<file path="src/design/qsd_pkg.sv">
// Package for the quadrature step decoder: request and result structs,
// pin, phase and report codes, the phase walk function and default constants.
// No dependencies.
`default_nettype none

package qsd_pkg;

    // Field widths fixed by the interface
    localparam int TIMESTAMP_W   = 32;
    localparam int TIMEOUT_W     = 32;
    localparam int TIME_W_DEF    = 32;
    localparam logic [TIMEOUT_W-1:0] TIMEOUT_RESET = 32'd1000;

    // Request kind
    typedef enum logic {
        KIND_PIN  = 1'b0,
        KIND_TICK = 1'b1
    } kind_t;

    // Pin pair levels
    typedef enum logic [1:0] {
        PIN_NN = 2'd0,
        PIN_NP = 2'd1,
        PIN_PN = 2'd2,
        PIN_PP = 2'd3
    } pins_t;

    // Decoder walk phases
    typedef enum logic [2:0] {
        PH_IDLE = 3'd0,
        PH_B0   = 3'd1,
        PH_B1   = 3'd2,
        PH_C0   = 3'd3,
        PH_C1   = 3'd4,
        PH_D0   = 3'd5,
        PH_D1   = 3'd6,
        PH_UNK  = 3'd7
    } phase_t;

    // Result reports
    typedef enum logic [2:0] {
        REP_NONE  = 3'd0,
        REP_CW    = 3'd1,
        REP_CCW   = 3'd2,
        REP_UNK   = 3'd3,
        REP_CLEAR = 3'd4
    } report_t;

    typedef struct packed {
        logic                   kind;
        logic [1:0]             pins;
        logic [TIMESTAMP_W-1:0] timestamp;
    } in_item_t;

    typedef struct packed {
        logic [2:0] report;
        logic [2:0] phase;
    } out_item_t;

    // Phase after a pin event; PP always returns to idle
    function automatic phase_t next_phase(input phase_t cur, input pins_t pins);
        phase_t nxt;
        nxt = cur;
        if (pins == PIN_PP) begin
            nxt = PH_IDLE;
        end else begin
            unique case (cur)
                PH_IDLE: begin
                    case (pins)
                        PIN_PN:  nxt = PH_B0;
                        PIN_NP:  nxt = PH_B1;
                        default: nxt = PH_UNK;
                    endcase
                end
                PH_B0: begin
                    case (pins)
                        PIN_NN:  nxt = PH_C0;
                        PIN_NP:  nxt = PH_UNK;
                        default: nxt = PH_B0;
                    endcase
                end
                PH_B1: begin
                    case (pins)
                        PIN_NN:  nxt = PH_C1;
                        PIN_PN:  nxt = PH_UNK;
                        default: nxt = PH_B1;
                    endcase
                end
                PH_C0:   nxt = (pins == PIN_NP) ? PH_D0 : PH_C0;
                PH_C1:   nxt = (pins == PIN_PN) ? PH_D1 : PH_C1;
                PH_D0:   nxt = (pins == PIN_PN) ? PH_UNK : PH_D0;
                PH_D1:   nxt = (pins == PIN_NP) ? PH_UNK : PH_D1;
                PH_UNK:  nxt = PH_UNK;
                default: nxt = PH_UNK;
            endcase
        end
        return nxt;
    endfunction

endpackage

`default_nettype wire

</file>
<file path="src/design/qsd_in_stage.sv">
// Input register of the quadrature step decoder: holds one request until
// the decode stage takes it. Depends on qsd_pkg.
`default_nettype none

module qsd_in_stage (
    input  wire logic              aclk,
    input  wire logic              aresetn,
    input  wire logic              s_valid,
    output logic                   s_ready,
    input  wire qsd_pkg::in_item_t s_data,
    input  wire logic              advance,
    output logic                   hold_valid,
    output qsd_pkg::in_item_t      hold_data
);
    import qsd_pkg::*;

    logic     valid_reg;
    logic     valid_next;
    in_item_t data_reg;

    // Take a new request whenever the held one is empty or leaving
    assign s_ready    = !valid_reg || advance;
    assign valid_next = s_valid || (valid_reg && !advance);

    always_ff @(posedge aclk) begin
        if (!aresetn) begin
            valid_reg <= 1'b0;
        end else if (s_ready) begin
            valid_reg <= valid_next;
        end
    end

    always_ff @(posedge aclk) begin
        if (s_valid && s_ready) begin
            data_reg <= s_data;
        end
    end

    assign hold_valid = valid_reg;
    assign hold_data  = data_reg;

endmodule

`default_nettype wire

</file>
<file path="src/design/qsd_core.sv">
// Decode logic of the quadrature step decoder: phase state machine, last
// event time, timeout register and report selection. Depends on qsd_pkg.
`default_nettype none

module qsd_core #(
    parameter int TIME_WIDTH = qsd_pkg::TIME_W_DEF
) (
    input  wire logic                          aclk,
    input  wire logic                          aresetn,
    input  wire logic                          cfg_wr_en,
    input  wire logic [qsd_pkg::TIMEOUT_W-1:0] cfg_wr_data,
    input  wire logic                          step_en,
    input  wire qsd_pkg::in_item_t             item,
    output qsd_pkg::out_item_t                 result
);
    import qsd_pkg::*;

    localparam int CMP_W = (TIME_WIDTH > TIMESTAMP_W) ? TIME_WIDTH : TIMESTAMP_W;

    phase_t                  phase_reg;
    phase_t                  phase_next;
    logic [TIME_WIDTH-1:0]   last_reg;
    logic [TIME_WIDTH-1:0]   last_next;
    logic [TIMEOUT_W-1:0]    timeout_reg;
    logic [CMP_W-1:0]        ts_ext;
    logic [TIME_WIDTH-1:0]   ts;
    logic [TIME_WIDTH-1:0]   elapsed;
    logic                    timed_out;
    phase_t                  walk;
    report_t                 report;

    // Timestamp brought to the time width, elapsed time modulo 2^TIME_WIDTH
    assign ts_ext    = CMP_W'(item.timestamp);
    assign ts        = ts_ext[TIME_WIDTH-1:0];
    assign elapsed   = ts - last_reg;
    assign timed_out = CMP_W'(elapsed) >= CMP_W'(timeout_reg);
    assign walk      = next_phase(phase_reg, pins_t'(item.pins));

    // Next phase, next event time and report
    always_comb begin
        phase_next = phase_reg;
        last_next  = last_reg;
        report     = REP_NONE;
        if (item.kind == KIND_PIN) begin
            phase_next = walk;
            last_next  = ts;
            if (walk == PH_UNK && phase_reg != PH_UNK) begin
                report = REP_UNK;
            end else if (pins_t'(item.pins) == PIN_PP) begin
                case (phase_reg) inside
                    PH_C0, PH_D0: report = REP_CCW;
                    PH_C1, PH_D1: report = REP_CW;
                    default:      report = REP_NONE;
                endcase
            end
        end else if (phase_reg != PH_IDLE && timed_out) begin
            phase_next = PH_IDLE;
            last_next  = ts;
            report     = REP_CLEAR;
        end
    end

    // State registers advance once per request
    always_ff @(posedge aclk) begin
        if (!aresetn) begin
            phase_reg <= PH_IDLE;
            last_reg  <= '0;
        end else if (step_en) begin
            phase_reg <= phase_next;
            last_reg  <= last_next;
        end
    end

    // Timeout register
    always_ff @(posedge aclk) begin
        if (!aresetn) begin
            timeout_reg <= TIMEOUT_RESET;
        end else if (cfg_wr_en) begin
            timeout_reg <= cfg_wr_data;
        end
    end

    assign result.report = report;
    assign result.phase  = phase_next;

endmodule

`default_nettype wire

</file>
<file path="src/design/qsd_out_stage.sv">
// Result register of the quadrature step decoder: holds one result until
// the consumer takes it. Depends on qsd_pkg.
`default_nettype none

module qsd_out_stage (
    input  wire logic               aclk,
    input  wire logic               aresetn,
    input  wire logic               load,
    input  wire qsd_pkg::out_item_t load_data,
    output logic                    out_free,
    output logic                    m_valid,
    input  wire logic               m_ready,
    output qsd_pkg::out_item_t      m_data
);
    import qsd_pkg::*;

    logic      valid_reg;
    out_item_t data_reg;

    // Free when empty or being drained in this cycle
    assign out_free = !valid_reg || m_ready;

    always_ff @(posedge aclk) begin
        if (!aresetn) begin
            valid_reg <= 1'b0;
        end else if (out_free) begin
            valid_reg <= load;
        end
    end

    always_ff @(posedge aclk) begin
        if (load) begin
            data_reg <= load_data;
        end
    end

    assign m_valid = valid_reg;
    assign m_data  = data_reg;

endmodule

`default_nettype wire

</file>
<file path="src/design/quadrature_step_decoder.sv">
// Top level of the quadrature step decoder: input register, decode logic,
// result register. Depends on qsd_pkg, qsd_in_stage, qsd_core, qsd_out_stage.
//
//   port group              dir   handshake            payload
//   s_valid/s_ready/s_data  in    valid-ready          kind, pins, timestamp
//   m_valid/m_ready/m_data  out   valid-ready          report, phase
//   cfg_wr_en/cfg_wr_data   in    write enable only    timeout_ticks
//
// One request per cycle sustained while m_ready stays high; an accepted request
// passes the input register, then one decode pass into the result register,
// where it raises m_valid and is held until the consumer takes it.
// The phase and last event time update when a request moves into the result
// register. A stalled result holds m_data and backs up into the input register.
// Reset (aresetn low, synchronous) clears both stages, phase to idle,
// last event time to zero and the timeout to 1000.
`default_nettype none

module quadrature_step_decoder #(
    parameter int TIME_WIDTH = qsd_pkg::TIME_W_DEF
) (
    input  wire logic                          aclk,
    input  wire logic                          aresetn,
    input  wire logic                          s_valid,
    output logic                               s_ready,
    input  wire qsd_pkg::in_item_t             s_data,
    output logic                               m_valid,
    input  wire logic                          m_ready,
    output qsd_pkg::out_item_t                 m_data,
    input  wire logic                          cfg_wr_en,
    input  wire logic [qsd_pkg::TIMEOUT_W-1:0] cfg_wr_data
);
    import qsd_pkg::*;

    logic      hold_valid;
    in_item_t  hold_data;
    logic      out_free;
    logic      advance;
    out_item_t result;

    // A held request moves on when the result register can take it
    assign advance = hold_valid && out_free;

    qsd_in_stage u_in (
        .aclk       (aclk),
        .aresetn    (aresetn),
        .s_valid    (s_valid),
        .s_ready    (s_ready),
        .s_data     (s_data),
        .advance    (advance),
        .hold_valid (hold_valid),
        .hold_data  (hold_data)
    );

    qsd_core #(
        .TIME_WIDTH (TIME_WIDTH)
    ) u_core (
        .aclk        (aclk),
        .aresetn     (aresetn),
        .cfg_wr_en   (cfg_wr_en),
        .cfg_wr_data (cfg_wr_data),
        .step_en     (advance),
        .item        (hold_data),
        .result      (result)
    );

    qsd_out_stage u_out (
        .aclk      (aclk),
        .aresetn   (aresetn),
        .load      (advance),
        .load_data (result),
        .out_free  (out_free),
        .m_valid   (m_valid),
        .m_ready   (m_ready),
        .m_data    (m_data)
    );

`ifndef SYNTHESIS
    // A step or clear always lands in idle
    a_step_idle: assert property (@(posedge aclk) disable iff (!aresetn)
        m_valid && (m_data.report == REP_CW || m_data.report == REP_CCW ||
                    m_data.report == REP_CLEAR) |-> m_data.phase == PH_IDLE)
        else $error("step or clear report without idle phase");

    // Entering unknown leaves the phase at unknown
    a_unk_phase: assert property (@(posedge aclk) disable iff (!aresetn)
        m_valid && m_data.report == REP_UNK |-> m_data.phase == PH_UNK)
        else $error("unknown report without unknown phase");

    // A request that leaves the input register shows up as a result
    a_advance_out: assert property (@(posedge aclk) disable iff (!aresetn)
        advance |=> m_valid)
        else $error("decoded request lost");

    // A held request that cannot advance keeps the input side stalled
    a_hold_stall: assert property (@(posedge aclk) disable iff (!aresetn)
        hold_valid && !out_free |-> !s_ready)
        else $error("input accepted while held request stalled");
`endif

endmodule

`default_nettype wire
</file>
<file path="config.mk">
export PLATFORM = sky130hd
export DESIGN_NAME = quadrature_step_decoder
export DESIGN_NICKNAME = d
export VERILOG_FILES = /design/src/design/qsd_pkg.sv /design/src/design/qsd_in_stage.sv /design/src/design/qsd_core.sv /design/src/design/qsd_out_stage.sv /design/src/design/quadrature_step_decoder.sv
export SDC_FILE = /design/constraint.sdc
export NUM_CORES = 1
export LEC_CHECK = 0
export BUFFER_PORTS_ARGS = -buffer_cell sky130_fd_sc_hd__buf_2
export CORE_MARGIN = 2
export CORE_UTILIZATION = 35
export CTS_CLUSTER_SIZE = 20
export DETAILED_ROUTE_END_ITERATION = 7
export PLACE_DENSITY = 0.52
export SETUP_SLACK_MARGIN = 0.02
export SYNTH_ARGS = -nofsm -noshare
export SYNTH_HDL_FRONTEND = slang
export SYNTH_SLANG_ARGS = --single-unit
</file>
<file path="constraint.sdc">
create_clock -name aclk -period 5.8 [get_ports aclk]
set_input_delay 0.58 -clock aclk [delete_from_list [all_inputs] [get_ports aclk]]
set_output_delay 0.58 -clock aclk [all_outputs]
set_load 0.01 [all_outputs]
</file>
# == Yosys cells after proc, flatten, opt, wreduce, memory -nomap -nowiden ==
# Cells that the tools add are included.
# word_totals
ff_bits,110
in_bits,72
output_inout_bits,8
word_cells,61
# op_classes
n_addsub,1
magnitude_cmp,1
n_eq_ne,13
n_mux,19
n_reduce_logical,17
# op_table
cell,n
2-to-1 mux 32 bit,2
greater-or-equal comparator 32 bit,1
subtractor 32 bit,1
2-to-1 mux 3 bit,9
case mux 3 bit (8 select lines),1
case mux 3 bit (2 select lines),3
"== test 3 bit, second input constant",5
"== test 3 x 2 -> 1 bit, second input constant",2
logical AND 1 bit,5
"== test 2 bit, second input constant",2
2-to-1 mux 2 bit,2
OR reduction 2 bit,2
"== test 3 x 1 -> 1 bit, second input constant",1
zero test 1 bit,3
zero test 3 bit,1
logical OR 1 bit,3
"!= test 3 bit, second input constant",1
nonzero test 3 bit,1
"== test 2 x 1 -> 1 bit, second input constant",1
zero test 2 bit,1
2-to-1 mux 1 bit,2
"!= test 2 x 1 -> 1 bit, second input constant",1
AND reduction 2 bit,1

# == Logic depth before layout (Yosys ltp) ==
# Gate-level depths: netlist of the first run.
# depth
ltp_word,8
depth_mapped,23

# == Cells and area by module ==
# A second synthesis of the first run with hierarchy kept.
# unflattened
cells_unflattened,661
area_unflattened_um2,6555.0
# by_module_without_submodules
mod,instances,cells_per_inst,area_each_um2,seq_area_each_um2
qsd_core,1,610,5211.2,1341.3
qsd_in_stage,1,40,1108.6,1071.0
qsd_out_stage,1,10,229.0,200.2
quadrature_step_decoder,1,1,6.3,0.0

# == Least setup slack after synthesis of the first run ==
# OpenSTA, ideal clock, no wires.
# synth_path
path_kind,reg2reg
start,"register u_in.data_reg, in the netlist u_in.hold_data[1]"
end,register u_core.last_reg[0]
setup_ns,0.072
arrival_ns,4.094
required_time_ns,5.728
path_slack_ns,1.635
stages_incl_launch_ff,21
path_buffers,2
period_less_slack_ns,4.165
cell_sequence,edfxtp_1 > ha_1 > nor2b_1 > o31a_1 > a211oi_2 > o21ai_2 > a31o_4 > a211oi_4 > nor3_1 > a311o_1 > ha_1 > nand4_1 > nor2_1 > nand2_1 > or2_0 > o21ai_0 > a211oi_1 > o31ai_1 > buf_4 > buf_6 > mux2i_1
# synth_via
elab_chain_cells,5
# synth_lines
element,line_no,text
"start, declared",qsd_in_stage.sv:19,in_item_t data_reg;
"start signal, assigned",qsd_in_stage.sv:35,data_reg <= s_data;
subtractor 32 bit,qsd_core.sv:35,assign elapsed = ts - last_reg;
greater-or-equal comparator 32 bit,qsd_core.sv:36,assign timed_out = CMP_W'(elapsed) >= CMP_W'(timeout_reg);
logical AND 1 bit,qsd_core.sv:56,end else if (phase_reg != PH_IDLE && timed_out) begin
!= test 2 x 1 -> 1 bit (no source line),--,
AND reduction 2 bit (no source line),--,
"end signal, assigned",qsd_core.sv:70,last_reg <= last_next;
"end, declared",qsd_core.sv:22,logic [TIME_WIDTH-1:0] last_reg;
# Every way passes these cells.
# A chain may end at the register's enable or synchronous reset.

# == Final worst setup path of the first run ==
# layout_path
start,"register u_in.data_reg, in the netlist u_in.hold_data[1]"
end,register u_core.last_reg[31]
# The elaborated chain is that of the path after synthesis.

==> results.toml, run 1 <==
[status]
status = "finished clean"

[routing]
postRouteAntennaNets = 0
remaining_drc_errors = 0
wirelength_um = 14000
first_pass_iters = 5
via_per_inst = 4.87
vias = 4941
drtIter0Drc = 265
routedWlPerCell_um = 13.8

[clock_network]
ctsResizeCount = 0
hold_buffers = 0
htreeDepth = 3
clock_latency_ns = 0.37
cts_tree = "done"
numCtsBuffers = 9
root_buffer = "clkbuf_16"
path_clk_slew_ns = 0.08
clock_tree.buffer_depth = 2
postCtsSetupBuffers = 0
cts_sinks = 110

[place]
dp_hpwl_um = 10600
io_buffers = 79
gp_congestion = 0.888
pre_cts_ws_ns = 0.871

[floorplan]
die_w_um = 141
initial_utilization_pct = 35.5
fp-row-count = 50
io_pins = 80
fp.dieArea_um2 = 20000
die_height_um = 141
core_um2 = 18600

[logic_synthesis]
yosysTopAreaCellShare_pct = 20.9
syn_avg_cell_area_um2 = 9.29
synth.distinct_cells = 59
synthCells = 711
yosysWarnings = 0
yosys.area.top_type = "dfxtp_1"
seq_area_frac_synth_pct = 39.6
synthTopCellsByArea = "dfxtp_1 21%, edfxtp_1 19%, ha_1 13%"
yosys_most_used_dff = "dfxtp_1"
syn_nets = 851
netlist_area_um2 = 6610
synth_seq_cells = 110
synth_enable_flop_cells = 41
async_flop_share_pct = 0

[global_routing]
antenna_found_initial = 0
grt_overflow_total = 0
grtUsageTotal_pct = 14.6
grt_first_pass_wirelength_um = 23400
grt_pass1_vias = 4925
grt_max_degree = 67

[timing]
final_hold_viol_count = 0
period_minus_slack_ns = 4.90
worst_pin_slew_ns = 1.06
maxSlewViolCount = 0
fin_crit_sh_pct = 84.6
max_freq_mhz = 204
rsz0062_at_grt = "no"
worst_clock_skew_ns = 0.0105
slew_headroom_pct = 29.3
setup_ws_ns = 0.896
setup-tns-final_ns = 0
setup_viol = 0

[layout]
layout_commonest_cell = "nand2_1"
layout-drive-gt1-share_pct = 14.0
largest_reg_flops = 35
antenna_cells = 0
area_growth_pct = 13.6
final_nets = 915
layout_common_cells = "100 x nand2_1, 79 x buf_2, 72 x inv_1"

[power]
p_leak_uw = 0.00311
vdd_drop_max_v = 0.000176
powerDensity_nw_per_um2 = 268

[worst_hold_path]
hp-class = "in2reg"

[worst_setup_path]
cp-end-kind = "register"
path_class = "reg2reg"
cp-start-kind = "register"
path_cells = "ha_1 > nor2b_1 > o31a_1 > a211oi_2 > o21ai_2 > a31o_4 > a211oi_4 > nor3_1 > a311o_1 > ha_1 > nand4_1 > nor2_1 > nand2_1 > or2_0 > o21ai_0 > a211oi_1 > o31ai_4 > buf_4 > mux2i_1"
critPathRequiredTime_ns = 6.09
cp_slowest_cell = "buf_4"
cp_data_arrival_time_ns = 5.19
max_stage_delay_ns = 0.54
cpMostUsedCell = "ha_1"
path_max_fanout = 35

[flow_run]
maxCapViolCount = 0
-- cell families after synthesis --
family | after synthesis | share of synthesized area, %
flip-flops | 110 | 39.6
adder cells (fa/ha/maj) | 68 | 13.0
AO/OA/AOI/OAI | 136 | 13.5
buffers and inverters | 100 | 6.23
AND/OR/NAND/NOR | 210 | 15.0
XOR/XNOR | 28 | 3.71
multiplexers | 59 | 8.96
-- critical path, delay by kind of cell, from the launching register on --
kind / cells / cell delay [ns]
AO/OA/AOI/OAI: 9 / 2.12
AND/OR/NAND/NOR: 6 / 0.84
adder cells (fa/ha/maj): 2 / 0.61
buffers and inverters: 1 / 0.54
flip-flops: 1 / 0.45
multiplexers: 1 / 0.26
-- where the power goes --
group	internal (uW)	leakage [uW]	total, uW	switching [uW]
combinational	211	0.00199	467	257
sequential	847	0.000964	873	26.0
clock	382	0.000153	674	292
-- cell type report --
cell class,count,area [um^2]
clock buffer,10,229
clock inverter,6,93.8
fill,1837,11100
inverter,72,270
multi-input combinational,501,3600
sequential,110,2610
tap,234,293
timing repair buffer,81,410
-- Yosys cell counts, types with 2 or more instances --
master,n
nor4_1,2
nor2b_1,33
nand2b_1,5
nand4_1,9
o21bai_1,3
a21oi_1,40
and3_1,6
nor3_1,4
nand3_1,12
xor2_1,10
ha_1,67
dfxtp_1,69
nand2_1,100
xnor2_1,18
a211oi_1,5
o21a_1,4
buf_8,2
edfxtp_1,41
o21ai_0,23
a31oi_1,5
a21o_1,22
and2_1,3
o21ai_1,2
nand3b_1,3
clkbuf_1,21
o22ai_1,9
o211ai_1,8
inv_1,72
nor2_1,26
mux2i_1,58
-- layer usage --
layer	part of all wire, %	vias up	GRT usage, %
li1	-	2576	-
met1	50	2258	18.9
met2	44	96	23.9
met3	5.0	11	4.66
met4	0.88	0	3.26
met5	0	-	0
-- path summary, 6_finish.rpt --
path                  startpoint             endpoint  slack (ns)  depth (start not counted)
max            u_in.hold_data[1]  u_core.last_reg[31]        0.90                         19
min                    s_data[6]    u_in.hold_data[6]        0.38                          1
max reg2reg    u_in.hold_data[1]  u_core.last_reg[31]        0.90                         19
min reg2reg  u_core.last_reg[24]  u_core.last_reg[24]        0.46                          2
-- stage by stage --
stage	power, uW	hold slack [ns]	utilization [%]	cell area (um^2)	cells
2_1_floorplan	1240	0.435	-	6610	711
3_3_place_gp	1350	0.442	38.7	7180	998
3_5_place_dp	1360	0.448	38.7	7180	998
4_1_cts	2050	0.364	40.4	7500	1014
5_1_grt	2150	0.358	40.4	7500	1014
6_report	2010	0.383	40.4	7500	1014
Power figures use the tool's default switching activity.
==> run 2, diff against run 1 <==
clock period = 4.68 ns   (was 5.8 ns; I/O delays follow)
==> results.toml, run 2 (synthesis gave the netlist of run 1 again) <==
[timing]
period_minus_slack_ns = 4.56
setup_viol = 0
maxSlewViolCount = 0
worst_pin_slew_ns = 1.05
slew_headroom_pct = 29.8
hold_slack_ns = 0.285
max_freq_mhz = 219
rsz0062_at_grt = "yes"
worst_clock_skew_ns = 0.0103
final_hold_viol_count = 0
fin_crit_sh_pct = 97.5

[worst_setup_path]
critical-path-top-delay-family = "compound AO/OA/AOI/OAI gates"
max_stage_delay_ns = 0.44
cp-end-kind = "register"
crit_buf_inv = 2
cp-start-kind = "register"
path_class = "reg2reg"
cp_data_arrival_time_ns = 4.84
critPathRequiredTime_ns = 4.96
cpMostUsedCell = "a211oi_4"
cp_slowest_cell = "edfxtp_1"
path_cells = "ha_1 > nor2b_4 > o31a_1 > a211oi_4 > o21ai_2 > a31o_4 > a211oi_4 > nor3_2 > a311o_1 > ha_4 > nand4_1 > nor2_2 > nand2_1 > or2_1 > o21ai_2 > a211oi_4 > o31ai_4 > buf_12 > clkbuf_16 > mux2i_1"
path_max_fanout = 9

[routing]
first_pass_iters = 4
drtIter0Drc = 242
routed.top_layer = "met4"
remaining_drc_errors = 0
postRouteAntennaNets = 0
vias = 5040
wl_met1_um = 7330
wirelength_um = 14800
routedWlPerCell_um = 14.4
via_per_inst = 4.91
wl_met2_um = 6700
wl_met3_um = 508

[place]
io_buffers = 79
dpl_cell_area_um2 = 7240
dp.cells = 1001
dp_hpwl_um = 10900
gp_congestion = 0.808

[layout]
antenna_cells = 0
layout_commonest_cell = "nand2_1"
n_fill_cell = 1816
layout.cells.non_filler = 1027
area_growth_pct = 17.1
multi_input_area_um2 = 3680
layout-drive-gt1-share_pct = 16.3
seq_area_um2 = 2610
final_nets = 928
fin_area_um2 = 7730
largest_reg_flops = 35
layout_common_cells = "100 x nand2_1, 79 x buf_2, 72 x inv_1"

[floorplan]
die_w_um = 141
die_height_um = 141
initial_utilization_pct = 35.5
fp.dieArea_um2 = 20000
io_pins = 80
fp-row-count = 50
core_um2 = 18600

[global_routing]
grt_first_pass_wirelength_um = 23900
grtUsageTotal_pct = 14.9
grt_max_degree = 67
grt_pass1_vias = 4990
antenna_found_initial = 0
grt_overflow_total = 0

[clock_network]
clock_tree.buffer_depth = 2
path_clk_slew_ns = 0.07
hold_buffers = 0
root_buffer = "clkbuf_16"
numCtsBuffers = 9
clock_latency_ns = 0.35
cts_sinks = 110
cts_tree = "done"
htreeDepth = 3

[power]
powerDensity_nw_per_um2 = 314
p_leak_uw = 0.00320
switchingPower_uw = 711
p_int_uw = 1720
swShare_pct = 29.3
vdd_drop_max_v = 0.000175
pwr-share-clk_pct = 29.2
p_comb_share_pct = 26.3
pwr-share-seq_pct = 44.5

[flow_run]
maxCapViolCount = 0

[worst_hold_path]
hp-class = "in2reg"

[status]
status = "finished clean"
-- run 2: power by group through the flow --
stage / sequential (uW) / clock [uW] / combinational (uW)
after floorplan: 1090 / 0 / 443
after global placement: 1100 / 0 / 579
after detailed placement: 1100 / 0 / 595
after CTS: 1080 / 732 / 600
after global routing: 1090 / 770 / 729
final: 1080 / 710 / 639
-- run 2: layout make-up --
class,instances,share of cell area [%]
Multi-Input combinational cell,501,47.6
Sequential cell,110,33.8
Timing Repair Buffer,94,7.99
Tap cell,234,3.79
Inverter,72,3.49
Clock buffer,14,3.28
Clock inverter,2,0.0971
-- run 2: final timing paths --
| path | startpoint | end | slack [ns] | depth (start not counted) |
|---|---|---|---|---|
| setup / recovery | u_in.hold_data[1] | u_core.last_reg[9] | 0.12 | 20 |
| hold / removal | s_data[8] | u_in.hold_data[8] | 0.28 | 1 |
| setup reg to reg | u_in.hold_data[1] | u_core.last_reg[9] | 0.12 | 20 |
| hold reg to reg | u_core.last_reg[27] | u_core.last_reg[27] | 0.46 | 2 |
-- run 2: through the flow --
stage | util [%] | setup TNS [ns] | power, uW | worst slack, ns
6_report | 41.6 | 0 | 2430 | 0.119
5_1_grt | 41.6 | -2.70 | 2590 | -0.105
4_1_cts | 40.4 | 0 | 2410 | 0.0699
3_5_place_dp | 39.0 | 0 | 1700 | 0.104
3_3_place_gp | 39.0 | 0 | 1680 | 0.270
2_1_floorplan | - | 0 | 1540 | 0.515
-- run 2: routing by layer --
metal | vias to the layer above | track usage (%)
met1 | 2341 | 19.8
met4 | 0 | 4.26
met2 | 84 | 24.8
met5 | - | 0
met3 | 13 | 2.94
li1 | 2602 | -
-- run 2: timing repair --
item | in CTS | in global routing
endpoints found under the setup margin | 0 | 39
buffers inserted | 0 | 7
resized for setup | 0 | 19
